[config.mk]
export PLATFORM = sky130hd
export DESIGN_NAME = lfps_cfg
export DESIGN_NICKNAME = d
export VERILOG_FILES = /design/src/rtl/core/lfps_pkg.sv /design/src/rtl/core/lfps_cfg.sv
export SDC_FILE = /design/constraint.sdc
export NUM_CORES = 1
export LEC_CHECK = 0
export ABC_CLOCK_PERIOD_IN_PS = 1530
export BUFFER_PORTS_ARGS = -buffer_cell sky130_fd_sc_hd__buf_2
export CAP_MARGIN = 10
export CORE_UTILIZATION = 35
export DETAILED_ROUTE_END_ITERATION = 6
export SLEW_MARGIN = 20
export SYNTH_ARGS = -nofsm -noshare
export SYNTH_HDL_FRONTEND = slang
export SYNTH_SLANG_ARGS = --single-unit
[constraint.sdc]
create_clock -name clk -period 1.53 [get_ports clk]
set_input_delay 0.0765 -clock clk [delete_from_list [all_inputs] [get_ports clk]]
set_output_delay 0.0765 -clock clk [all_outputs]
set_load 0.005 [all_outputs]
[src/rtl/core/lfps_pkg.sv]
// Shared types, register codes, reset values and saturation helper for the
// line-follower PID steering block. No dependencies.
package lfps_pkg;

  localparam int SensorW   = 12;
  localparam int NumSensor = 10;
  localparam int CfgIndexW = 3;
  localparam int CfgDataW  = 16;
  localparam int OutW      = 16;

  typedef enum logic [CfgIndexW-1:0] {
    RegBaseSpeed     = 3'd0,
    RegGainP         = 3'd1,
    RegGainD         = 3'd2,
    RegGainI         = 3'd3,
    RegDeadBand      = 3'd4,
    RegReverseThr    = 3'd5,
    RegReverseSpeed  = 3'd6,
    RegIntegralLimit = 3'd7
  } reg_index_t;

  typedef struct packed {
    logic signed [10:0] base_speed;
    logic [15:0]        gain_p;
    logic [15:0]        gain_d;
    logic [15:0]        gain_i;
    logic [9:0]         dead_band;
    logic [14:0]        reverse_threshold;
    logic signed [10:0] reverse_speed;
    logic [14:0]        integral_limit;
  } cfg_t;

  typedef logic [NumSensor-1:0][SensorW-1:0] frame_t;

  localparam cfg_t CfgReset = '{
    base_speed:        11'sd100,
    gain_p:            16'd3072,
    gain_d:            16'd1229,
    gain_i:            16'd20,
    dead_band:         10'd10,
    reverse_threshold: 15'd170,
    reverse_speed:     -11'sd40,
    integral_limit:    15'd10000
  };

  function automatic logic signed [OutW-1:0] sat16(input logic signed [39:0] v);
    logic signed [OutW-1:0] r;
    if (v > 40'sd32767) begin
      r = 16'sh7fff;
    end else if (v < -40'sd32768) begin
      r = 16'sh8000;
    end else begin
      r = v[OutW-1:0];
    end
    return r;
  endfunction

endpackage

[src/rtl/core/lfps_cfg.sv]
// Configuration register file for the line-follower PID steering block.
// Depends on lfps_pkg.
module lfps_cfg (
  input  logic                            clk,
  input  logic                            rst,
  input  logic                            cfg_write,
  input  logic [lfps_pkg::CfgIndexW-1:0]  cfg_index,
  input  logic [lfps_pkg::CfgDataW-1:0]   cfg_data,
  output lfps_pkg::cfg_t                  cfg
);
  import lfps_pkg::*;

  always_ff @(posedge clk) begin
    if (rst) begin
      cfg <= CfgReset;
    end else if (cfg_write) begin
      unique case (reg_index_t'(cfg_index))
        RegBaseSpeed:     cfg.base_speed        <= $signed(cfg_data[10:0]);
        RegGainP:         cfg.gain_p            <= cfg_data;
        RegGainD:         cfg.gain_d            <= cfg_data;
        RegGainI:         cfg.gain_i            <= cfg_data;
        RegDeadBand:      cfg.dead_band         <= cfg_data[9:0];
        RegReverseThr:    cfg.reverse_threshold <= cfg_data[14:0];
        RegReverseSpeed:  cfg.reverse_speed     <= $signed(cfg_data[10:0]);
        RegIntegralLimit: cfg.integral_limit    <= cfg_data[14:0];
      endcase
    end
  end

endmodule

# Word level (Yosys, flattened, before mapping)
# Index checks and enable logic that the tools add are counted.
[op_classes]
n_eq_ne = 7
reduce_logical = 9
[ops]
columns = ["cell", "n"]
rows = [
  ["$reduce_and 2->1", 8],
  ["$eq 3x3->1 const B", 4],
  ["$eq 3x2->1 const B", 2],
  ["$eq 3x1->1 const B", 1],
  ["$logic_not 3->1", 1],
]
[word_totals]
ff_bits = 110
inputBits = 22
output_inout_bits = 110
word_cells = 24

# Depth between registers and ports, before layout
[depth]
depth_word = 2
depth_mapped = 5
depth_no_buf = 2

# Worst setup path before layout
# OpenSTA, ideal clock, no wires.
[synth_path]
path_kind = "input -> register"
start = "input port cfg_index[0] in the netlist's numbering"
end = "register cfg[100] in the netlist's numbering"
setup_ns = 0.124
arrival_time_ns = 0.881
t_required_ns = 1.406
slack_ns = 0.525
path_stages = 3
n_path_buf = 1
path_cell_list = "or4b_4 buf_6 mux2i_1"
[synth_between]
elab_chain_cells = 2
[synth_lines]
columns = ["element", "line_no", "rtl"]
rows = [
  ["from (decl)", "lfps_cfg.sv:7", "input logic [lfps_pkg::CfgIndexW-1:0] cfg_index,"],
  ["$logic_not 3->1", "lfps_cfg.sv:17", "unique case (reg_index_t'(cfg_index))"],
  ["$reduce_and 2->1 (no source line)", "n/a", ""],
  ["to (signal assigned)", "lfps_cfg.sv:15", "cfg <= CfgReset;"],
  ["to (decl)", "lfps_cfg.sv:9", "output lfps_pkg::cfg_t cfg"],
]
# No other way between the ends.
# A chain may end at the register's enable or synchronous reset.

# Worst setup path after layout
[layout_path]
start = "register cfg[61] in the netlist's numbering"
end = "output port cfg[61] in the netlist's numbering"
# No word-level cell between the ends.

==> results.md <==
Final layout:
- The top cell types in the final layout, fill and taps aside, are 130 x buf_2, 110 x mux2i_1, 110 x dfxtp_1.
- cfg holds more flip-flops than any other register.
- The largest registers in the layout are cfg: 110 flops.
- The leading cell type in the layout, fill and taps excluded is buf_2.
- From synthesis to final layout, the design area changed by 26.1%.
- Once layout is complete, the utilization of the core stands at 0.455.
- The number of diodes is 0.
- The fraction of layout cells with a size suffix above 1 is 0.305.
- The register with the most flip-flops in the layout has 110 of them.
- At the end of the flow, the number of nets in the layout was 548.

Worst setup path:
- The kind of critical path is flip-flop to output port.
- The worst setup slack for register-to-register paths is 0.89 ns.
- The worst setup path endpoint is cfg[61].
- The buffers plus inverters on the worst setup path is 1.
- The slowest stage of the critical path is the dfxtp_1 cell.
- For the worst setup path, the data required time is 1.45 ns.
- The element type at the critical path end is an output port.
- The largest driver fanout on the critical path is 2.
- The signal on the critical path passes through buf_2.
- The number of cell instances on the worst register-to-register path is 2.
- The endpoint of the most critical register-to-register path is cfg[9].
- STA classifies the critical path startpoint as a flip-flop.
- The arrival time at the worst endpoint is 0.83 ns.
- The gate family responsible for the most delay along the worst path is flip-flops.
- The number of logic stages on the critical path including buffering is 1.
- The critical path starts at cfg[61].
- The launch point of the worst reg-to-reg path is cfg[9].
- On the worst path, the slowest cell contributes a delay of 0.36 ns.

Global route:
- The via count of the first global-routing pass is 3181.
- The total routing resource utilization after global routing is 0.177.
- The number of antenna violations at the first check in global routing is 0.
- The maximum number of pins on one net before global-route repair is 66.
- Global routing finished with a remaining overflow of 0.
- The first global-routing pass estimated 17300 um of wire.

Timing:
- The count of final max-slew check failures is 0.
- Setup repair after global routing left no endpoint under its margin.
- At the pin with the least slew margin, the transition time is 0.568 ns.
- The setup-violating endpoint count in the final report is 0.
- The maximum achievable frequency is 1100 MHz.
- The share of the cycle needed by the critical path after routing is 0.594.
- The sum of negative setup slack is 0 ns.
- The final-report hold violation count is 0.
- Setup slack closes at 0.621 ns.
- The remaining max-slew budget at the tightest pin is 0.621.
- Across the routed clock network, the largest skew measured is 0 ns.
- The minimum clock period is 0.909 ns.

Die:
- In this run the horizontal extent of the chip is 114 um.
- The initial utilization of the core area, before any placement, comes to 0.361.
- The total area inside the core boundary comes to 12100 sq um.
- The die covers 13000 sq um.
- The y dimension of the die is 114 um.
- The number of cell rows is 40.
- The top-level port count is 132.

Synth:
- Yosys mapped the design onto 15 distinct sky130hd cell types.
- The count of warnings emitted by yosys is 0.
- Of the synthesized area, sequential elements account for 0.503.
- In the synthesized netlist the async set-or-reset flop fraction comes to 0.
- The most used flip-flop cell after synthesis is dfxtp_1.
- Counting flops with a built-in enable in the synthesized netlist gives 0.
- The net count of the mapped netlist is 421.
- The cell count after synthesis is 399.
- The share of the synthesized area in the top cell type is 0.503.
- The cell type with the highest aggregate area in the netlist is dfxtp_1.
- Ranked by total cell area, the synthesized netlist is headed by dfxtp_1 50%, mux2i_1 25%, nand2b_1 14%.
- In this run the mean area of a mapped cell was 11.0 sq um.
- The total standard cell area after synthesis is 4380 sq um.
- Counting flops and latches in the post-synthesis netlist gives 110.

Clock network:
- TritonCTS built the clock tree.
- The post-cts sizing count is 0.
- Post-CTS timing repair inserted 0 buffers for setup.
- After clock tree synthesis, the clock-pin slew on the worst setup and hold paths is 0.07 ns.
- The number of levels in the clock H-tree is 3.
- The library cell used as clock root buffer is clkbuf_16.
- The buffer levels on the longest clock path is 2.
- The clock net in this run drives a total of 110 sinks.
- The clock reaches the later pin of the worst-skew pair after 0.34 ns.
- The CTS buffer count is 9.
- The hold buffer count at CTS is 2.

Place:
- The number of port buffers is 131.
- The sum of net half-perimeters after detailed placement is 7890 um.
- Before CTS, the worst setup slack after placement is 0.252 ns.
- The weighted congestion reported at the end of routability-driven placement is 0.752.

Pwr:
- Of the total power, the clock network draws 0.411.
- The switching share of power is 0.221.
- The net switching power figure is 0.00127 W.
- The peak supply drop is 0.442 mV.
- The internal power contribution is 0.00448 W.
- Of the total power, combinational logic draws 0.075.
- The leakage component of the power is 2.84 nW.
- The power share of the sequential group is 0.515.
- After layout, the design draws a total of 0.00575 W.
- The power density normalized to cell area is 1040 nW/um^2.

Route:
- Using the TritonRoute via totals, the vias-per-cell ratio works out to 4.50.
- The routed layout has 3144 vias.
- The routed design has 11000 um of wire.
- The final antenna-violating net count is 0.
- After the first detailed-routing iteration, the DRC count stood at 114.
- The wire length per cell after detailed routing is 15.7 um.
- The DRC violations left is 0.
- The first-pass detailed-route iteration total is 4.

Status:
- The run finished with clean final reports.

Min path:
- The class of the most critical hold timing path is input port to flip-flop.

Run:
- The tool flagged a number of max-cap violations equal to 0.
==> cells in the mapped netlist (2+ instances only) <==
library cell  count
nand4b_4          2
and4bb_1          2
dfxtp_1         110
buf_4             6
mux2i_1         110
buf_2            11
nor2_1           44
nand2b_1         95
nand4bb_1         3
clkbuf_1         11
==> metal layers <==
layer | global-route usage | wire length [um] | up-vias
met1 | 0.235 | 5280 | 1469
met5 | 0 | 0 | -
met4 | 0.0554 | 148 | 0
met3 | 0.0627 | 716 | 12
li1 | - | - | 1572
met2 | 0.269 | 4810 | 91
==> power by group through the flow <==
stage,clock (W),sequential (W),combinational (W)
3_3_place_gp,0,0.00302,0.000423
6_report,0.00236,0.00296,0.000429
4_1_cts,0.00244,0.00296,0.000437
2_1_floorplan,0,0.00303,0.000254
3_5_place_dp,0,0.00302,0.000432
5_1_grt,0.00255,0.00296,0.000471
==> through the flow <==
step	area, sq um	hold slack [ns]	instances
2_1_floorplan	4380	0.238	399
3_3_place_gp	5190	0.356	681
3_5_place_dp	5190	0.354	681
4_1_cts	5520	0.00538	699
5_1_grt	5520	0.0312	699
6_report	5520	0.0151	699
==> kinds of logic (layout without fill, tap and decap cells) <==
family        count (synthesis)  after routing  share of synthesized area
simple gates                150            150                      0.210
mux                         110            110                      0.252
flops                       110            110                      0.503
buf+inv                      29            161                     0.0349
==> final cells by class <==
cell class,instances,area (sq um)
fillers,1205,6600
flip-flops and latches,110,2200
multi-input cells,260,2020
repair buffers,145,781
clock buffers,12,256
well taps,168,210
clock inverters,4,45.0
==> worst min-delay path by stage <==
stage                       from  slack [ns]  cells after the start       end
finish               cfg_data[5]        0.02                      3  cfg[104]
global route        cfg_data[11]        0.03                      3   cfg[94]
CTS                  cfg_data[0]       0.005                      3   cfg[67]
detailed placement  cfg_data[13]        0.35                      3   cfg[13]
global placement    cfg_data[13]        0.36                      3   cfg[13]
floorplan           cfg_data[13]        0.24                      2   cfg[13]
Power figures use the tool's default switching activity.
