## config.mk

```make
export PLATFORM = sky130hd
export DESIGN_NAME = lfps_front
export DESIGN_NICKNAME = d
export VERILOG_FILES = /design/src/rtl/core/lfps_pkg.sv /design/src/rtl/core/lfps_front.sv
export SDC_FILE = /design/constraint.sdc
export NUM_CORES = 1
export LEC_CHECK = 0
export ABC_AREA = 1
export BUFFER_PORTS_ARGS = -buffer_cell sky130_fd_sc_hd__buf_2
export CAP_MARGIN = 20
export CORE_UTILIZATION = 30
export DETAILED_ROUTE_END_ITERATION = 6
export GPL_TIMING_DRIVEN = 0
export HOLD_SLACK_MARGIN = 0.06
export PLACE_DENSITY = 0.57
export REMOVE_ABC_BUFFERS = 1
export SYNTH_ARGS = -nofsm -noshare
export SYNTH_HDL_FRONTEND = slang
export SYNTH_SLANG_ARGS = --single-unit
```

## constraint.sdc

```tcl
create_clock -name clk -period 20.2 [get_ports clk]
set_clock_uncertainty 0.05 [all_clocks]
set_input_delay 4.04 -clock clk [delete_from_list [all_inputs] [get_ports clk]]
set_output_delay 4.04 -clock clk [all_outputs]
set_load 0.005 [all_outputs]
```

## src/rtl/core/lfps_pkg.sv

```systemverilog
// Shared types, register codes, reset values and saturation helper for the
// line-follower PID steering block. No dependencies.
package lfps_pkg;

  localparam int SensorW   = 12;
  localparam int NumSensor = 10;
  localparam int CfgIndexW = 3;
  localparam int CfgDataW  = 16;
  localparam int OutW      = 16;

  typedef enum logic [CfgIndexW-1:0] {
    RegBaseSpeed     = 3'd0,
    RegGainP         = 3'd1,
    RegGainD         = 3'd2,
    RegGainI         = 3'd3,
    RegDeadBand      = 3'd4,
    RegReverseThr    = 3'd5,
    RegReverseSpeed  = 3'd6,
    RegIntegralLimit = 3'd7
  } reg_index_t;

  typedef struct packed {
    logic signed [10:0] base_speed;
    logic [15:0]        gain_p;
    logic [15:0]        gain_d;
    logic [15:0]        gain_i;
    logic [9:0]         dead_band;
    logic [14:0]        reverse_threshold;
    logic signed [10:0] reverse_speed;
    logic [14:0]        integral_limit;
  } cfg_t;

  typedef logic [NumSensor-1:0][SensorW-1:0] frame_t;

  localparam cfg_t CfgReset = '{
    base_speed:        11'sd100,
    gain_p:            16'd3072,
    gain_d:            16'd1229,
    gain_i:            16'd20,
    dead_band:         10'd10,
    reverse_threshold: 15'd170,
    reverse_speed:     -11'sd40,
    integral_limit:    15'd10000
  };

  function automatic logic signed [OutW-1:0] sat16(input logic signed [39:0] v);
    logic signed [OutW-1:0] r;
    if (v > 40'sd32767) begin
      r = 16'sh7fff;
    end else if (v < -40'sd32768) begin
      r = 16'sh8000;
    end else begin
      r = v[OutW-1:0];
    end
    return r;
  endfunction

endpackage

```

## src/rtl/core/lfps_front.sv

```systemverilog
// Input register, steering error, and the error history and clamped error sum.
// Depends on lfps_pkg.
module lfps_front #(
  parameter int SENSOR_BITS = 12
) (
  input  logic                 clk,
  input  logic                 rst,
  input  lfps_pkg::cfg_t       cfg,
  input  logic                 in_valid,
  output logic                 in_stall,
  input  lfps_pkg::frame_t     frame,
  output logic                 err_valid,
  input  logic                 err_stall,
  output logic signed [15:0]   err,
  output logic signed [16:0]   err_delta,
  output logic signed [15:0]   err_sum
);
  import lfps_pkg::*;

  localparam int UsedBits = (SENSOR_BITS < SensorW) ? SENSOR_BITS : SensorW;
  localparam int SumW     = UsedBits + 8;

  logic                                  v0;
  logic [NumSensor-1:0][UsedBits-1:0]    s0;
  logic                                  stall1;
  logic signed [SumW-1:0]                w [NumSensor];
  logic signed [SumW-1:0]                inner, outer, back, green, front, pick, total;
  logic signed [SumW-1:0]                front_mag, back_mag;
  logic signed [15:0]                    e;
  logic signed [15:0]                    previous_error;
  logic signed [15:0]                    error_sum;
  logic signed [15:0]                    error_sum_next;
  logic signed [16:0]                    sum17, lim17;

  assign stall1   = err_valid && err_stall;
  assign in_stall = v0 && stall1;

  always_ff @(posedge clk) begin
    if (rst) begin
      v0 <= 1'b0;
    end else if (!in_stall) begin
      v0 <= in_valid;
    end
  end

  always_ff @(posedge clk) begin
    if (!in_stall && in_valid) begin
      for (int k = 0; k < NumSensor; k++) begin
        s0[k] <= frame[k][UsedBits-1:0];
      end
    end
  end

  always_comb begin
    for (int k = 0; k < NumSensor; k++) begin
      w[k] = $signed({{(SumW-UsedBits){1'b0}}, s0[k]});
    end
    inner = SumW'((w[0] - w[1]) * 2);
    outer = SumW'((w[2] - w[3]) * 4);
    back  = w[4] - w[5];
    green = SumW'(((w[6] - w[8]) - (w[7] - w[9])) * 10);
    front = inner + outer;
    front_mag = front[SumW-1] ? -front : front;
    back_mag  = back[SumW-1] ? -back : back;
    pick  = (front_mag > back_mag) ? front : back;
    total = pick + green;
    e     = sat16(40'(total));

    lim17 = $signed({2'b00, cfg.integral_limit});
    sum17 = 17'(error_sum) + 17'(e);
    if (sum17 > lim17) begin
      error_sum_next = lim17[15:0];
    end else if (sum17 < -lim17) begin
      error_sum_next = 16'(-lim17);
    end else begin
      error_sum_next = sum17[15:0];
    end
  end

  always_ff @(posedge clk) begin
    if (rst) begin
      err_valid      <= 1'b0;
      previous_error <= '0;
      error_sum      <= '0;
    end else if (!stall1) begin
      err_valid <= v0;
      if (v0) begin
        previous_error <= e;
        error_sum      <= error_sum_next;
      end
    end
  end

  always_ff @(posedge clk) begin
    if (!stall1 && v0) begin
      err       <= e;
      err_delta <= 17'(e) - 17'(previous_error);
      err_sum   <= error_sum_next;
    end
  end

endmodule

```

# --- Word level (Yosys, flattened, before mapping) ---
# Cells that the tools add are included.
word_totals:
  out_inout_bits: 51
  regBits: 203
  inputBits: 234
op_classes:
  n_lt_le_gt_ge: 5
  n_bitwise: 1
  mux: 7
  addsub: 13
  mul: 1
  n_reduce_logical: 7
ops:
  columns: ["op", "n"]
  rows:
  - ["subtractor 12 x 12 -> 13 bit", 5]
  - ["2-to-1 mux 16 bit", 4]
  - ["2-to-1 mux 20 bit", 3]
  - ["adder 20 x 19 -> 20 bit", 1]
  - ["> comparator 20 x 16 -> 1 bit, second input constant", 1]
  - ["> comparator 20 bit", 1]
  - ["less-than comparator 20 x 16 -> 1 bit, second input constant", 1]
  - ["negation 13 -> 20 bit", 1]
  - ["negation 16 -> 20 bit", 1]
  - ["multiplier 14 x 4 -> 18 bit, second input constant", 1]
  - ["adder 16 x 16 -> 17 bit", 1]
  - ["> comparator 17 x 16 -> 1 bit", 1]
  - ["less-than comparator 17 bit", 1]
  - ["negation 15 -> 17 bit", 1]
  - ["subtractor 16 x 16 -> 17 bit", 1]
  - ["adder 14 x 15 -> 16 bit", 1]
  - ["subtractor 13 x 13 -> 14 bit", 1]
  - ["logical AND 1 bit", 4]
  - ["zero test 1 bit", 2]
  - ["AND reduction 2 bit", 1]
  - ["NOT 1 bit", 1]

# --- Depth between registers and ports, before layout ---
logic_depth:
  word_depth: 14
  depth_mapped: 83
  ltp_nobuf: 79

# --- Worst setup path after synthesis ---
# Ideal clock, no wire load.
synth_timing:
  kind: "reg2reg"
  from: "reg s0[12] (netlist name)"
  to: "reg err_sum[15] (data pin)"
  setup_slack_ns: 9.922
  period_less_slack_ns: 10.278
  setup_time_ns: 0.251
  arrival_time_ns: 9.978
  path_stages_with_launch: 76
  path_buffers: 5
  cell_sequence: "edfxtp_1 > ha_1 > fa_1 > o21ai_0 > nand2_1 > a21oi_1 > o21ai_0 > nand2_1 > a21oi_1 > o21ai_0 > xor2_1 > inv_1 > ha_1 > nand2_1 > nor3_1 > nand3_1 > nand4_1 > nand3_1 > [40 not listed] > nor2_1 > nor2_1 > a21oi_4 > buf_4 > inv_1 > ha_1 > nand2_1 > inv_1 > nand3_1 > nor2_1 > nand4_1 > nand3_1 > nand2_2 > nand2_2 > buf_4 > nand3_1 > nand3_4 > inv_1"
synth_between:
  elab_chain_cells: 14
  word_cells_on_any_way: 16
  cone_classes: "add/sub: 5; order compare: 5; mux: 6"
synth_lines:
  columns: ["element", "line_no", "source"]
  rows:
  - ["start: declaration", "lfps_front.sv:24", "logic [NumSensor-1:0][UsedBits-1:0] s0;"]
  - ["start signal: indexed assignment", "lfps_front.sv:49", "s0[k] <= frame[k][UsedBits-1:0];"]
  - ["subtractor 12 x 12 -> 13 bit (*)", "lfps_front.sv:58", "inner = SumW'((w[0] - w[1]) * 2);"]
  - ["adder 14 x 15 -> 16 bit (*)", "lfps_front.sv:62", "front = inner + outer;"]
  - ["negation 16 -> 20 bit", "lfps_front.sv:63", "front_mag = front[SumW-1] ? -front : front;"]
  - ["2-to-1 mux 20 bit", "lfps_front.sv:63", null]
  - ["> comparator 20 bit", "lfps_front.sv:65", "pick = (front_mag > back_mag) ? front : back;"]
  - ["2-to-1 mux 20 bit (*)", "lfps_front.sv:65", null]
  - ["adder 20 x 19 -> 20 bit (*)", "lfps_front.sv:66", "total = pick + green;"]
  - ["less-than comparator 20 x 16 -> 1 bit", "lfps_pkg.sv:50", "end else if (v < -40'sd32768) begin"]
  - ["2-to-1 mux 16 bit", "lfps_pkg.sv:50", null]
  - ["2-to-1 mux 16 bit (*)", "lfps_pkg.sv:48", "if (v > 40'sd32767) begin"]
  - ["via e[15]", "lfps_front.sv:29", "logic signed [15:0] e;"]
  - ["adder 16 x 16 -> 17 bit (*)", "lfps_front.sv:70", "sum17 = 17'(error_sum) + 17'(e);"]
  - ["less-than comparator 17 bit", "lfps_front.sv:73", "end else if (sum17 < -lim17) begin"]
  - ["2-to-1 mux 16 bit", "lfps_front.sv:73", null]
  - ["2-to-1 mux 16 bit (*)", "lfps_front.sv:71", "if (sum17 > lim17) begin"]
  - ["via error_sum_next[15]", "lfps_front.sv:32", "logic signed [15:0] error_sum_next;"]
  - ["end signal: assignment", "lfps_front.sv:98", "err_sum <= error_sum_next;"]
  - ["end: declaration", "lfps_front.sv:16", "output logic signed [15:0] err_sum"]
# Mark *: on every way through the listed nets, which the timed path passes. The rest lies on a longest branch.
# A chain may end at the register's enable or synchronous reset.

# --- Worst setup path after layout ---
# Same ends and word-level chain as after synthesis.

==> flow_summary.ini <==
[clock_tree]
h-tree-depth = 1
cts-resized-gates = 0
ctsRootBufferMaster = clkbuf_16
clkTransAtPathRegs_ns = 0.06
cts_setup_buffers = 0
cts_buffer_depth = 3
clk_latency_ns = 0.54
postCtsHoldBufs = 0
numCtsBuffers = 25
clock_sinks = 203
cts_tree = done

[grt]
grt_pass1_vias = 13330
grt_max_degree = 78
antenna_found_initial = 0
grt_usage = 0.1384
overflow = 0
grt_pass1_wl_um = 63820

[sta]
fin_setup_tns_ns = 0
fmax_mhz = 73.40
hold_violations = 0
slew_viol_final = 0
fin_hold_ws_ns = 0.4766
slew_headroom = 0.4230
fin_crit_sh = 0.6744
period_minus_slack_ns = 13.62
rsz0062_at_grt = no
tightestPinTransition_ns = 0.8564
setup_viol = 0

[finish]
area_growth_pct = 15.62
nets = 2720
fill_cells = 5630
drive_above_1_share = 0.1309
post-route-util = 0.3544
antenna_cells = 0

[worst_setup_path]
slowest_stage = o21ai_0
critPathTopFamily = simple AND/OR/NAND/NOR gates
cp.required_ns = 20.44
cp-start-kind = flop
critPathMostFrequentCell = nand2_1
crit_buf_inv = 9
worst-setup-path-type = flop to flop
cp-end-kind = flop
worstPathArrival_ns = 13.87
slowest_delay_ns = 0.58
crit_path_max_fanout = 27

[yosys]
synth_warnings = 0
async_flop_share = 0
synth_area_leaders = edfxtp_1 (31%), ha_1 (16%), nand2_1 (10%)
syn_avg_cell_area_um2 = 8.090
synth.top_cell.area_share = 0.3052
ys_types = 57
ys_seq_area_frac = 0.3462
syn_inst = 2055
synth_seq_cells = 203
synth_area_leader_cell = edfxtp_1
syn-cell-area_um2 = 16630
synth-edff-count = 169
synth-main-ff-cell = edfxtp_1

[floorplan]
rows = 85
fp.dieArea_um2 = 56370
core_area_um2 = 54240
initial_core_util = 0.3065
die_w_um = 237.4
io-pin-count = 285
die_y_um = 237.4

[drt]
first_pass_iters = 5
vias_per_cell = 4.579
ant_nets = 0
routedWlPerCell_um = 13.16
drt_iter0_drc = 608
vias = 13610
drc = 0
wirelength_um = 39130

[placed_design]
port_buffers = 189
place_hpwl_um = 31960
gp_congestion = 0.9038

[run]
max-cap-violations = 0

[run_status]
status = complete, no violations

[worst_hold_path]
min_path_type = flop to flop
[layer usage]
| layer | track usage | share of wire |
|---|---|---|
| met1 | 0.1762 | 0.46 |
| met5 | 0 | 0 |
| met2 | 0.2469 | 0.48 |
| met4 | 0.02835 | 0.020 |
| met3 | 0.02009 | 0.041 |
[cell usage in the layout (no fill, tap or decap), types with 6 or more instances in the layout]
cell / n
a211oi_1: 8
a31oi_1: 10
nand3_2: 14
nand4_1: 25
o21ai_0: 71
buf_2: 190
nor2_1: 121
conb_1: 11
nor3_1: 17
xnor2_1: 33
a21o_1: 13
clkbuf_16: 25
nand2_2: 23
dfxtp_1: 34
ha_1: 213
xor2_1: 101
nand3_1: 122
o21bai_1: 10
fa_1: 11
nand2_1: 441
a21oi_1: 157
nand2_4: 11
clkbuf_1: 6
edfxtp_1: 169
inv_1: 368
[worst register-to-register path: cells and delay by family, from the launching register on]
family | cells | cell delay (ns)
xor gates and xnor gates | 2 | 0.31
buffers and inverters | 9 | 0.81
adders and majority gates | 9 | 3.04
DFF | 1 | 0.37
and+or+nand+nor | 42 | 6.22
AOI/OAI and AO/OA | 10 | 2.61
[path summary, 6_finish.rpt]
kind,start,cells past startpoint,slack (ns),endpoint
setup / recovery,s0[12],72,6.58,err_sum[15]
hold / removal,err_valid,2,0.48,err_valid
setup reg to reg,s0[12],72,6.58,err_sum[15]
hold reg to reg,err_valid,2,0.48,err_valid
[sequential cells by signal, summed over array words and instances, names as in the netlist]
register / count
err_valid: 1
err: 16
error_sum: 16
v0: 1
previous_error: 16
s0: 120
err_sum: 16
err_delta: 17
[final cells by class]
type	count	area (µm²)	area share
Inverter	370	1391	0.07238
Sequential cell	203	5756	0.2994
Multi-Input combinational cell	1467	9378	0.4878
Clock buffer	32	661.9	0.03443
Clock inverter	10	112.6	0.005858
Tap cell	696	870.8	0.04530
Timing Repair Buffer	195	1054	0.05480
[logic make-up (layout without fill, tap and decap cells)]
kind of cell,Yosys count,count (layout),synth area share
AO/OA/AOI/OAI,301,301,0.1026
XOR/XNOR,134,134,0.07059
adder cells (fa/ha/maj),224,224,0.1735
buffers and inverters,394,607,0.09226
flip-flops,203,203,0.3462
other,2,11,0.0004517
AND/OR/NAND/NOR,797,797,0.2143
[metrics by stage]
stage	setup slack [ns]	std cells	instance area (µm²)
floorplan	9.397	2040	16510
global placement	5.996	2925	18330
detailed placement	6.407	2930	18430
CTS	6.354	2972	19210
global route	5.354	2973	19220
finish	6.577	2973	19220
[synthesized netlist by cell type (all sizes together) (4+ instances only)]
cell and count:
inv 369, ha 213, a31oi 10, nor4 6
nand2 475, nor2 124, nand3 137, nand4 27
or2 4, fa 11, a21oi 162, edfxtp 169
o31ai 4, a211oi 8, o21ai 76, xnor2 33
buf 16, clkbuf 8, nor3 17, o21bai 11
xor2 101, a21o 13, dfxtp 34
Power is left out: the tool's default activity adds up to more than one toggle a clock period on the data nets, which glitch-free logic cannot reach.
