[config.mk]
export PLATFORM = sky130hd
export DESIGN_NAME = lfps_drive
export DESIGN_NICKNAME = d
export VERILOG_FILES = /design/src/rtl/core/lfps_pkg.sv /design/src/rtl/core/lfps_drive.sv
export SDC_FILE = /design/constraint.sdc
export NUM_CORES = 1
export LEC_CHECK = 0
export BUFFER_PORTS_ARGS = -buffer_cell sky130_fd_sc_hd__buf_2
export CORE_UTILIZATION = 30
export DETAILED_ROUTE_END_ITERATION = 16
export PLACE_DENSITY = 0.58
export SKIP_LAST_GASP = 1
export SYNTH_ARGS = -nofsm -noshare
export SYNTH_HDL_FRONTEND = slang
export SYNTH_SLANG_ARGS = --single-unit
[constraint.sdc]
create_clock -name clk -period 7.9 [get_ports clk]
set_input_delay 0.79 -clock clk [delete_from_list [all_inputs] [get_ports clk]]
set_output_delay 0.79 -clock clk [all_outputs]
set_load 0.05 [all_outputs]
[src/rtl/core/lfps_pkg.sv]
// Shared types, register codes, reset values and saturation helper for the
// line-follower PID steering block. No dependencies.
package lfps_pkg;

  localparam int SensorW   = 12;
  localparam int NumSensor = 10;
  localparam int CfgIndexW = 3;
  localparam int CfgDataW  = 16;
  localparam int OutW      = 16;

  typedef enum logic [CfgIndexW-1:0] {
    RegBaseSpeed     = 3'd0,
    RegGainP         = 3'd1,
    RegGainD         = 3'd2,
    RegGainI         = 3'd3,
    RegDeadBand      = 3'd4,
    RegReverseThr    = 3'd5,
    RegReverseSpeed  = 3'd6,
    RegIntegralLimit = 3'd7
  } reg_index_t;

  typedef struct packed {
    logic signed [10:0] base_speed;
    logic [15:0]        gain_p;
    logic [15:0]        gain_d;
    logic [15:0]        gain_i;
    logic [9:0]         dead_band;
    logic [14:0]        reverse_threshold;
    logic signed [10:0] reverse_speed;
    logic [14:0]        integral_limit;
  } cfg_t;

  typedef logic [NumSensor-1:0][SensorW-1:0] frame_t;

  localparam cfg_t CfgReset = '{
    base_speed:        11'sd100,
    gain_p:            16'd3072,
    gain_d:            16'd1229,
    gain_i:            16'd20,
    dead_band:         10'd10,
    reverse_threshold: 15'd170,
    reverse_speed:     -11'sd40,
    integral_limit:    15'd10000
  };

  function automatic logic signed [OutW-1:0] sat16(input logic signed [39:0] v);
    logic signed [OutW-1:0] r;
    if (v > 40'sd32767) begin
      r = 16'sh7fff;
    end else if (v < -40'sd32768) begin
      r = 16'sh8000;
    end else begin
      r = v[OutW-1:0];
    end
    return r;
  endfunction

endpackage

[src/rtl/core/lfps_drive.sv]
// Base speed selection and saturated motor commands into the result register.
// Depends on lfps_pkg.
module lfps_drive (
  input  logic                clk,
  input  logic                rst,
  input  lfps_pkg::cfg_t      cfg,
  input  logic                corr_valid,
  output logic                corr_stall,
  input  logic signed [15:0]  corr,
  output logic                out_valid,
  input  logic                out_stall,
  output logic signed [15:0]  motor_a_speed,
  output logic signed [15:0]  motor_b_speed,
  output logic signed [15:0]  steer_correction
);
  import lfps_pkg::*;

  logic signed [16:0]  corr_wide, corr_mag;
  logic signed [10:0]  speed;
  logic signed [17:0]  sum_a, sum_b;

  assign corr_stall = out_valid && out_stall;

  always_comb begin
    corr_wide = 17'(corr);
    corr_mag  = corr_wide[16] ? -corr_wide : corr_wide;
    speed     = ($unsigned(corr_mag) >= {2'b00, cfg.reverse_threshold}) ?
                cfg.reverse_speed : cfg.base_speed;
    sum_a     = 18'(speed) - 18'(corr);
    sum_b     = 18'(speed) + 18'(corr);
  end

  always_ff @(posedge clk) begin
    if (rst) begin
      out_valid <= 1'b0;
    end else if (!corr_stall) begin
      out_valid <= corr_valid;
    end
  end

  always_ff @(posedge clk) begin
    if (!corr_stall && corr_valid) begin
      motor_a_speed    <= sat16(40'(sum_a));
      motor_b_speed    <= sat16(40'(sum_b));
      steer_correction <= corr;
    end
  end

endmodule

== Word-level counts from Yosys, hierarchy flattened ==
Index checks and enable logic that the tools add are counted.

* Bits in registers: 49
* Input port bits: 130
* Output and inout port bits: 50

* Add/subtract/negate cells: 3
* Order comparisons: 5
* Muxes and demuxes: 4
* Reduce and logical (&&, ||, !) cells: 3

{| class="wikitable"
|+ Operator list
! operator !! number
|-
| $gt A17 B16 Y1 const B || 2
|-
| $lt A17 B16 Y1 const B || 2
|-
| $mux W16 || 2
|-
| $add A11 B16 Y17 || 1
|-
| $ge A17 B15 Y1 || 1
|-
| $mux W17 || 1
|-
| $neg A16 Y17 || 1
|-
| $sub A11 B16 Y17 || 1
|-
| $mux W11 || 1
|-
| $logic_and A1 B1 Y1 || 2
|-
| $logic_not A1 Y1 || 1
|}

== Depth between registers and ports, before layout ==
Gate-level depths: netlist of run 1.

* Depth in word-level cells: 7
* Depth in mapped cells: 26

== Worst setup path after synthesis of run 1 ==
OpenSTA, ideal clock, no wires.

* Path type: input-to-reg
* Start: input port corr[4]
* End: register motor_b_speed[10], data pin
* Setup time: 269 ps
* Arrival time: 5603 ps
* Data required time: 7631 ps
* Slack: 2028 ps
* Stages on the path: 25
* Path buffers: 4
* Cells stage by stage: nor4_2 and3_1 nand2_1 nand2_1 nand2_1 xnor2_1 ha_1 a21o_1 a21o_1 a221oi_1 o221ai_1 a31oi_1 buf_2 mux2_1 ha_1 buf_2 inv_2 a21oi_1 o31ai_1 or2_1 buf_6 a211o_1 buf_6 o31ai_4 nor3_1

* Longest elaborated chain between the ends: 7
* Elaborated cells on any way between the ends: 8
* Those cells by class: add/sub: 2; order compare: 3; mux: 3

{| class="wikitable"
|+ Ends and longest elaborated chain
! item !! RTL line !! text
|-
| start: declaration || lfps_drive.sv:9 || <nowiki>input logic signed [15:0] corr,</nowiki>
|-
| $neg A16 Y17 || lfps_drive.sv:26 || <nowiki>corr_mag = corr_wide[16] ? -corr_wide : corr_wide;</nowiki>
|-
| $mux W17 || lfps_drive.sv:26 ||
|-
| $ge A17 B15 Y1 || lfps_drive.sv:27 || <nowiki>speed = ($unsigned(corr_mag) >= {2'b00, cfg.reverse_threshold}) ?</nowiki>
|-
| $mux W11 || lfps_drive.sv:27 ||
|-
| $add A11 B16 Y17 (*) || lfps_drive.sv:30 || <nowiki>sum_b = 18'(speed) + 18'(corr);</nowiki>
|-
| $lt A17 B16 Y1 || lfps_pkg.sv:50 || <nowiki>end else if (v < -40'sd32768) begin</nowiki>
|-
| $mux W16 || lfps_pkg.sv:50 ||
|-
| end signal: assignment || lfps_drive.sv:44 || <nowiki>motor_b_speed <= sat16(40'(sum_b));</nowiki>
|-
| end: declaration || lfps_drive.sv:13 || <nowiki>output logic signed [15:0] motor_b_speed,</nowiki>
|}

Mark *: on every way between the ends. The rest lies on a longest branch, timed or not.
A chain may end at the register's enable or synchronous reset.

== Final worst setup path of run 1 ==
* Start: input port corr[4]
* End: register motor_b_speed[11], data pin

The elaborated chain is that of the path after synthesis.

==> results of run 1 <==
-- metal layers --
| layer | global-route usage, % | share of wire, % | vias to the layer above |
|---|---|---|---|
| met5 | 0 | 0 | - |
| met4 | 6.02 | 2.4 | 0 |
| met3 | 2.99 | 4.5 | 14 |
| met2 | 27.5 | 46 | 110 |
| met1 | 22.1 | 47 | 2002 |
| li1 | - | - | 2176 |
-- cell families after synthesis --
family | share of synthesized area, %
xor+xnor | 5.90
mux | 3.14
flops | 29.8
buf+inv | 7.56
compound gates | 23.4
fa+ha+maj | 13.1
simple gates | 17.1
-- critical path, stage by stage --
cell and delay (ns):
buf_2 0.14, nor4_2 0.37, and3_1 0.25, nand3_1 0.18, o31ai_1 0.29, xnor2_1 0.18, ha_1 0.28, nand4_1 0.13
nor2_1 0.08, a221oi_1 0.30, o221ai_1 0.20, a31oi_1 0.55, buf_4 0.31, mux2_1 0.39, ha_1 0.54, nor2b_4 0.08
nor4_4 0.25, a211oi_2 0.14, or2_1 0.30, a211o_1 0.56, o31ai_4 0.42, nor3_1 0.13
-- worst max-delay path by stage --
stage,start,to,slack [ns],cells after the start
floorplan,corr[4],motor_b_speed[10],2.03,25
global placement,corr[4],motor_b_speed[1],0.89,22
detailed placement,corr[4],motor_b_speed[1],0.74,22
CTS,corr[4],motor_b_speed[1],1.05,22
global route,corr[4],motor_b_speed[8],0.61,21
finish,corr[4],motor_b_speed[11],1.06,22
-- cell usage after synthesis (10+ instances only) --
| master | instances |
|---|---|
| edfxtp_1 | 48 |
| ha_1 | 48 |
| inv_1 | 48 |
| nand2_1 | 35 |
| a21oi_1 | 34 |
| o21ai_0 | 33 |
| nor2_1 | 31 |
| xnor2_1 | 29 |
| nor3_1 | 24 |
| nand3_1 | 11 |
| nor2b_1 | 10 |
| o21ai_1 | 10 |
-- sequential cells by signal, indices dropped and copies added, names as in the netlist --
name,cells
motor_a_speed,16
motor_b_speed,16
steer_correction,16
out_valid,1
-- where the power goes --
| part | internal [mW] | switching, mW | total, mW | leakage, nW |
|---|---|---|---|---|
| logic | 0.262 | 0.558 | 0.821 | 1.91 |
| clock network | 0.158 | 0.101 | 0.259 | 0.0831 |
| registers | 0.357 | 0.0102 | 0.367 | 0.468 |
-- metrics by stage --
step	std cells	power (mW)	cell area, sq um	hold slack [ns]
finish	850	1.45	5730	0.640
floorplan	542	1.02	4900	0.862
global route	850	1.54	5730	0.635
global placement	842	1.17	5550	0.629
detailed placement	842	1.19	5550	0.653
CTS	850	1.46	5730	0.631
-- area by class of cell --
cell class,count,area [sq um]
clock buffers,6,139
clock inverters,2,37.5
fillers,1662,10200
inverters,52,195
multi-input cells,416,3070
flip-flops and latches,49,1460
well taps,216,270
repair buffers,109,553
==> reports/results.ini, run 1 <==
[power]
max-vdd-ir-drop_uv=92.9
p_per_area_mw_per_mm2=253
p_leak_nw=2.46

[cells_and_area]
final_common_cell=buf_2
final_cell_mix=buf_2 (106), inv_1 (48), ha_1 (48), edfxtp_1 (48), nand2_1 (35)
nNetsFinal=813
post-route-util_pct=36.1
drive_gt1_share_pct=23.2
syn_to_final_growth_pct=17.0
num_antenna_cells=0

[clocking]
hold_buffers=0
post-cts-setup-buffer-count=0
clk_pin_slew_ns=0.07
ctsResizeCount=0
cts_buffers=5
cts_sinks=49
htreeDepth=2
cts_root_buf=clkbuf_16
clk_latency_ns=0.31
cts.path.max_buffers=2
cts_tree=done

[route]
route.detailed.drc=0
wire_per_inst_um=16.2
via_count=4302
first_iter_violations=317
viasPerCell=5.06
first_pass_iters=5
ant_nets=0
wirelength_um=13800

[sta]
report.final.slew_viol_count=0
period_share_pct=86.6
hold_viol=0
setup_viol=0
timing.slew.headroom_pct=51.1
worst_pin_slew_ns=0.733
finClkSkew_ns=0.0117
fin_setup_tns_ns=0
fin_ws_ns=1.06
period_minus_slack_ns=6.84
fmax_mhz=146
rsz0062_at_grt=no

[synthesis]
synth.distinct_cells=81
synth-edff-count=48
yosys_warnings=0
synth_top_area_share_pct=29.4
ys_seq_area_share_pct=29.8
ys_top_cells_by_area=edfxtp_1 (29%), ha_1 (12%), xnor2_1 (5.2%), inv_1 (3.7%), a21oi_1 (3.5%)
synth_cells=542
synth.avg_cell_area_sq_um=9.04
async_flop_share_pct=0
synthFlopType=edfxtp_1
synth_area_sq_mm=0.00490
ys_ff_latch=49
syn-num-nets=722
yosysTopAreaCell=edfxtp_1

[critical_path]
reg2reg_to=motor_a_speed[3]
worstPathArrival_ns=6.88
reg2reg_from=out_valid
r2r_setup_slack_ns=6.38
r2r_cells=3
cp-end-kind=register
start_kind=primary input
critPathKind=in2reg
crit_fanout=19
required_ns=7.93

[global_routing]
antenna_found_initial=0
grt_pass1_vias=4146
gr-total-overflow=0
grt_pass1_wl_um=21600
grt_max_degree=49
grtUsageTotal_pct=16.8

[min_path]
hold_path_end=out_valid
hold_path.class=in2reg
min_from=rst
hold_path_depth=2

[placed_design]
portBuffers=106
hpwl_um=11000
dp_slack_ns=0.737
gp_congestion=0.887

[floorplan]
start_util_pct=30.8
io_pins=180
die-area_sq_mm=0.0168
rows=46
core_sq_mm=0.0159
die_x_um=130
fp.dieH_um=130

[status]
status=finished, final reports clean

[run]
maxCapViolCount=0

No activity file was read; power rests on OpenSTA's default activity.
==> run 2: changes to the inputs <==
- BUFFER_PORTS_ARGS: -buffer_cell sky130_fd_sc_hd__buf_2 -> -buffer_cell sky130_fd_sc_hd__clkbuf_2
==> reports/results.ini, run 2 (synthesis results as in run 1) <==
[status]
status=finished, final reports clean  ; unchanged

[sta]
period_share_pct=86.6  ; about the same
fin_setup_tns_ns=0  ; unchanged
report.final.slew_viol_count=0  ; unchanged
rsz0062_at_grt=no  ; unchanged
hold_viol=0  ; unchanged
finClkSkew_ns=0.00853  ; was 0.0117 ns
timing.slew.headroom_pct=49.7  ; was 51.1%
fmax_mhz=146  ; about the same
worst_pin_slew_ns=0.755  ; was 0.733 ns
period_minus_slack_ns=6.84  ; about the same
setup_viol=0  ; unchanged

[cells_and_area]
drive_gt1_share_pct=22.9  ; was 23.2%
nNetsFinal=813  ; unchanged
reg_top3=motor_a_speed (16), motor_b_speed (16), steer_correction (16)  ; unchanged
num_antenna_cells=0  ; unchanged
syn_to_final_growth_pct=16.2  ; was 17.0%
final_area_sq_mm=0.00569  ; was 0.00573 sq mm
final_cell_mix=clkbuf_2 (106), inv_1 (48), ha_1 (48), edfxtp_1 (48), nand2_1 (35)  ; was buf_2 (106), inv_1 (48), ha_1 (48), edfxtp_1 (48), nand2_1 (35)
final_common_cell=clkbuf_2  ; was buf_2
finalNonFillerCells=850  ; unchanged

[route]
via_count=4314  ; was 4302
first_pass_iters=4  ; was 5
ant_nets=0  ; unchanged
wire_per_inst_um=16.0  ; was 16.2 um
wirelength_um=13600  ; was 13800 um
viasPerCell=5.08  ; was 5.06
first_iter_violations=259  ; was 317
route.detailed.drc=0  ; unchanged

[power]
p_per_area_mw_per_mm2=246  ; was 253 mW/mm^2
max-vdd-ir-drop_uv=88.3  ; was 92.9 uV
p_leak_nw=2.46  ; about the same

[critical_path]
start_kind=primary input  ; unchanged
worstPathCellList=clkbuf_2, nor4_2, and3_1, nand3_1, o31ai_1, xnor2_1, ha_1, nand4_1, nor2_1, a221oi_1, o221ai_1, a31oi_1, buf_4, mux2_1, ha_1, or3b_1, a31oi_1, a31oi_1, nand4_1, and2_1, nor2_4, o32a_1  ; was buf_2, nor4_2, and3_1, nand3_1, o31ai_1, xnor2_1, ha_1, nand4_1, nor2_1, a221oi_1, o221ai_1, a31oi_1, buf_4, mux2_1, ha_1, nor2b_4, nor4_4, a211oi_2, or2_1, a211o_1, o31ai_4, nor3_1
worstPathArrival_ns=6.89  ; was 6.88 ns
r2r_cells=3  ; unchanged
critPathKind=in2reg  ; unchanged
cp-end-kind=register  ; unchanged
max_stage_delay_ns=0.64  ; was 0.56 ns
crit_fanout=18  ; was 19
cp_slowest_cell=and2_1  ; was a211o_1
required_ns=7.95  ; was 7.93 ns
cpMostUsedCell=a31oi_1  ; was ha_1

[global_routing]
grt_pass1_vias=4112  ; was 4146
antenna_found_initial=0  ; unchanged
grt_pass1_wl_um=21300  ; was 21600 um
gr-total-overflow=0  ; unchanged
grtUsageTotal_pct=16.3  ; was 16.8%
grt_max_degree=49  ; unchanged

[floorplan]
core_sq_mm=0.0159  ; unchanged
die_x_um=130  ; unchanged
die-area_sq_mm=0.0168  ; unchanged
start_util_pct=30.8  ; unchanged
fp.dieH_um=130  ; unchanged
io_pins=180  ; unchanged
rows=46  ; unchanged

[placed_design]
place_area_sq_mm=0.00555  ; unchanged
hpwl_um=10800  ; was 11000 um
portBuffers=106  ; unchanged
gp_congestion=0.886  ; was 0.887
placed_cells=842  ; unchanged

[clocking]
ctsResizeCount=0  ; unchanged
cts_root_buf=clkbuf_16  ; unchanged
cts_tree=done  ; unchanged
htreeDepth=2  ; unchanged
clk_latency_ns=0.30  ; was 0.31 ns
post-cts-setup-buffer-count=0  ; unchanged
cts_sinks=49  ; unchanged
hold_buffers=0  ; unchanged
cts_buffers=5  ; unchanged
clk_pin_slew_ns=0.07  ; about the same
cts.path.max_buffers=2  ; unchanged

[min_path]
hold_path.class=in2reg  ; unchanged
hold_path_depth=2  ; unchanged

[run]
maxCapViolCount=0  ; unchanged

run 2: final timing paths:
check / slack [ns] / startpoint / end
max: 1.06 / corr[4] / motor_b_speed[1]
min reg2reg: 0.67 / out_valid / out_valid
max reg2reg: 6.41 / out_valid / steer_correction[1]
min: 0.65 / rst / out_valid
run 2: routing by layer:
layer  GRT usage (%)  wire length [um]  vias up  part of all wire [%]
met5               0                 0        -                     0
met4            5.34               291        0                   2.1
met3            2.58               595       18                   4.4
met2            27.3              6310      103                    46
met1            21.5              6390     2019                    47
li1                -                 -     2174                     -
run 2: where the power goes:
group	switching (mW)	leakage, nW	internal [mW]
Combinational	0.555	1.93	0.260
Clock	0.0991	0.0641	0.118
Sequential	0.0122	0.468	0.357
run 2: worst max-delay path: cells and delay by family:
kind                       cells  cell delay (ns)
muxes                          1             0.38
AOI/OAI and AO/OA              7             1.95
xor gates and xnor gates       1             0.17
buffers and inverters          2             0.45
and+or+nand+nor                9             2.36
adders and majority gates      2             0.75
run 2: layout make-up:
class	instances	area, sq um
multi-input combinational	416	3070
clock inverter	1	7.51
sequential	49	1460
clock buffer	7	133
tap	216	270
inverter	52	195
timing repair buffer	109	553
fill	1691	10200
run 2: per-stage QoR:
step	hold slack [ns]	setup slack [ns]	total power [mW]	utilization, %
finish	0.646	1.06	1.40	35.8
global route	0.638	0.530	1.50	35.8
CTS	0.640	1.08	1.41	35.8
detailed placement	0.665	0.775	1.19	35.0
global placement	0.634	0.871	1.17	35.0
floorplan	0.862	2.03	1.02	-
==> run 3: changes to the inputs <==
- REMOVE_ABC_BUFFERS: default -> 1
==> reports/results.ini, run 3 (synthesis results as in run 1) <==
[sta]
worst_pin_slew_ns=0.741  ; was 0.755 ns
fmax_mhz=145  ; was 146 MHz
period_minus_slack_ns=6.88  ; was 6.84 ns
timing.slew.headroom_pct=50.6  ; was 49.7%
setup_viol=0  ; unchanged
hold_viol=0  ; unchanged
fin_setup_tns_ns=0  ; unchanged
period_share_pct=87.0  ; was 86.6%
rsz0062_at_grt=no  ; unchanged
report.final.slew_viol_count=0  ; unchanged
finClkSkew_ns=0.00846  ; was 0.00853 ns
holdWs_ns=0.638  ; was 0.646 ns

[floorplan]
fp.dieH_um=130  ; unchanged
die-area_sq_mm=0.0168  ; unchanged
core_sq_mm=0.0159  ; unchanged
io_pins=180  ; unchanged
die_x_um=130  ; unchanged
rows=46  ; unchanged
start_util_pct=30.8  ; unchanged

[critical_path]
start_kind=primary input  ; unchanged
cp-end-kind=register  ; unchanged
reg2reg_from=out_valid  ; unchanged
crit_fanout=18  ; unchanged
crit_path_end=motor_b_speed[7]  ; was motor_b_speed[1]
worstPathArrival_ns=6.92  ; was 6.89 ns
reg2reg_to=motor_a_speed[2]  ; was steer_correction[1]
cp-startpoint=corr[4]  ; unchanged
required_ns=7.95  ; about the same
r2r_setup_slack_ns=6.40  ; was 6.41 ns
critPathKind=in2reg  ; unchanged
r2r_cells=3  ; unchanged

[clocking]
clk_pin_slew_ns=0.07  ; about the same
cts_root_buf=clkbuf_16  ; unchanged
cts_tree=done  ; unchanged
cts_sinks=49  ; unchanged
cts.path.max_buffers=2  ; unchanged
ctsResizeCount=0  ; unchanged
clk_latency_ns=0.30  ; about the same
cts_buffers=5  ; unchanged
htreeDepth=2  ; unchanged
post-cts-setup-buffer-count=0  ; unchanged
hold_buffers=0  ; unchanged

[global_routing]
grt_pass1_vias=4258  ; was 4112
grt_max_degree=49  ; unchanged
busiest_layer=met2  ; unchanged
gr-total-overflow=0  ; unchanged
grt_pass1_wl_um=21600  ; was 21300 um
antenna_found_initial=0  ; unchanged
met3_usage_pct=3.08  ; was 2.58%
grtUsageTotal_pct=16.5  ; was 16.3%
grtUsageMet1_pct=21.1  ; was 21.5%
met2_usage_pct=27.9  ; was 27.3%

[cells_and_area]
syn_to_final_growth_pct=16.7  ; was 16.2%
reg_top3=motor_a_speed (16), motor_b_speed (16), steer_correction (16)  ; unchanged
finalNonFillerCells=850  ; unchanged
num_antenna_cells=0  ; unchanged
nNetsFinal=813  ; unchanged
final_common_cell=clkbuf_2  ; unchanged
post-route-util_pct=36.0  ; was 35.8%
drive_gt1_share_pct=22.9  ; unchanged
final_cell_mix=clkbuf_2 (106), inv_1 (48), ha_1 (48), edfxtp_1 (48), nand2_1 (35)  ; unchanged

[route]
first_pass_iters=5  ; was 4
wire_per_inst_um=16.0  ; about the same
route.detailed.drc=0  ; unchanged
via_count=4405  ; was 4314
viasPerCell=5.18  ; was 5.08
wirelength_um=13600  ; about the same
first_iter_violations=219  ; was 259
ant_nets=0  ; unchanged

[run]
maxCapViolCount=0  ; unchanged

[placed_design]
gp_congestion=0.831  ; was 0.886
hpwl_um=10800  ; about the same
portBuffers=106  ; unchanged
placed_cells=842  ; unchanged

[power]
swShare_pct=46.4  ; was 47.5%
comb_power_share_pct=57.0  ; was 58.2%
max-vdd-ir-drop_uv=110  ; was 88.3 uV
p_leak_nw=2.48  ; was 2.46 nW
p_clk_share_pct=17.3  ; was 15.5%
intPower_mw=0.766  ; was 0.736 mW
seqPwrFrac_pct=25.7  ; was 26.3%
power_switching_mw=0.664  ; was 0.667 mW
p_per_area_mw_per_mm2=250  ; was 246 mW/mm^2

[min_path]
hold_path.class=in2reg  ; unchanged

[status]
status=finished, final reports clean  ; unchanged

==> run 3: cell count changes in the layout (fill, tap and decap cells not counted) <==
cell	delta
bufinv_16	+1
clkbuf_1	-1
clkinv_1	+1
clkinvlp_4	-1
==> run 3: worst max-delay path: stages <==
cell	delay, ns
clkbuf_2	0.14
nor4_2	0.36
and3_1	0.25
nand3_1	0.18
o31ai_1	0.29
xnor2_1	0.17
ha_1	0.27
nand4_1	0.14
nor2_1	0.08
a221oi_1	0.29
o221ai_1	0.17
a31oi_1	0.56
buf_4	0.31
mux2_1	0.38
ha_1	0.51
or3b_1	0.39
a31oi_1	0.19
a31oi_1	0.14
nand4_1	0.21
and2_1	0.63
nor2_4	0.12
o32a_1	0.36
==> run 3: stage by stage <==
step	power, mW	setup WS, ns	cell area, sq um
after floorplan	0.990	1.54	4720
final	1.43	1.02	5720
after global placement	1.17	0.868	5550
after global routing	1.52	0.607	5720
after CTS	1.44	0.993	5720
after detailed placement	1.19	0.691	5550
==> run 3: layout make-up <==
type | instances | area (sq um)
clock buffers | 6 | 129
flip-flops and latches | 49 | 1460
fillers | 1710 | 10200
clock inverters | 2 | 33.8
repair buffers | 109 | 553
inverters | 52 | 195
well taps | 216 | 270
multi-input cells | 416 | 3070
==> run 3: metal layers <==
metal	up-vias	routed length (um)
met5	-	0
li1	2176	-
met3	13	687
met4	0	312
met1	2096	6210
met2	120	6390
==> run 3: power groups by stage <==
| stage | clock network [mW] | logic, mW | registers, mW |
|---|---|---|---|
| 2_1_floorplan | 0 | 0.450 | 0.539 |
| 3_3_place_gp | 0 | 0.797 | 0.375 |
| 3_5_place_dp | 0 | 0.811 | 0.375 |
| 4_1_cts | 0.254 | 0.816 | 0.369 |
| 5_1_grt | 0.260 | 0.888 | 0.373 |
| 6_report | 0.247 | 0.815 | 0.368 |
==> run 3: worst min-delay path by stage <==
| stage | depth (start not counted) | to | slack (ns) | from |
|---|---|---|---|---|
| after floorplan | 1 | out_valid | 0.86 | rst |
| after global placement | 3 | out_valid | 0.63 | out_valid |
| after detailed placement | 3 | out_valid | 0.67 | out_valid |
| after CTS | 2 | out_valid | 0.63 | rst |
| after global routing | 2 | out_valid | 0.64 | rst |
| final | 2 | out_valid | 0.64 | rst |
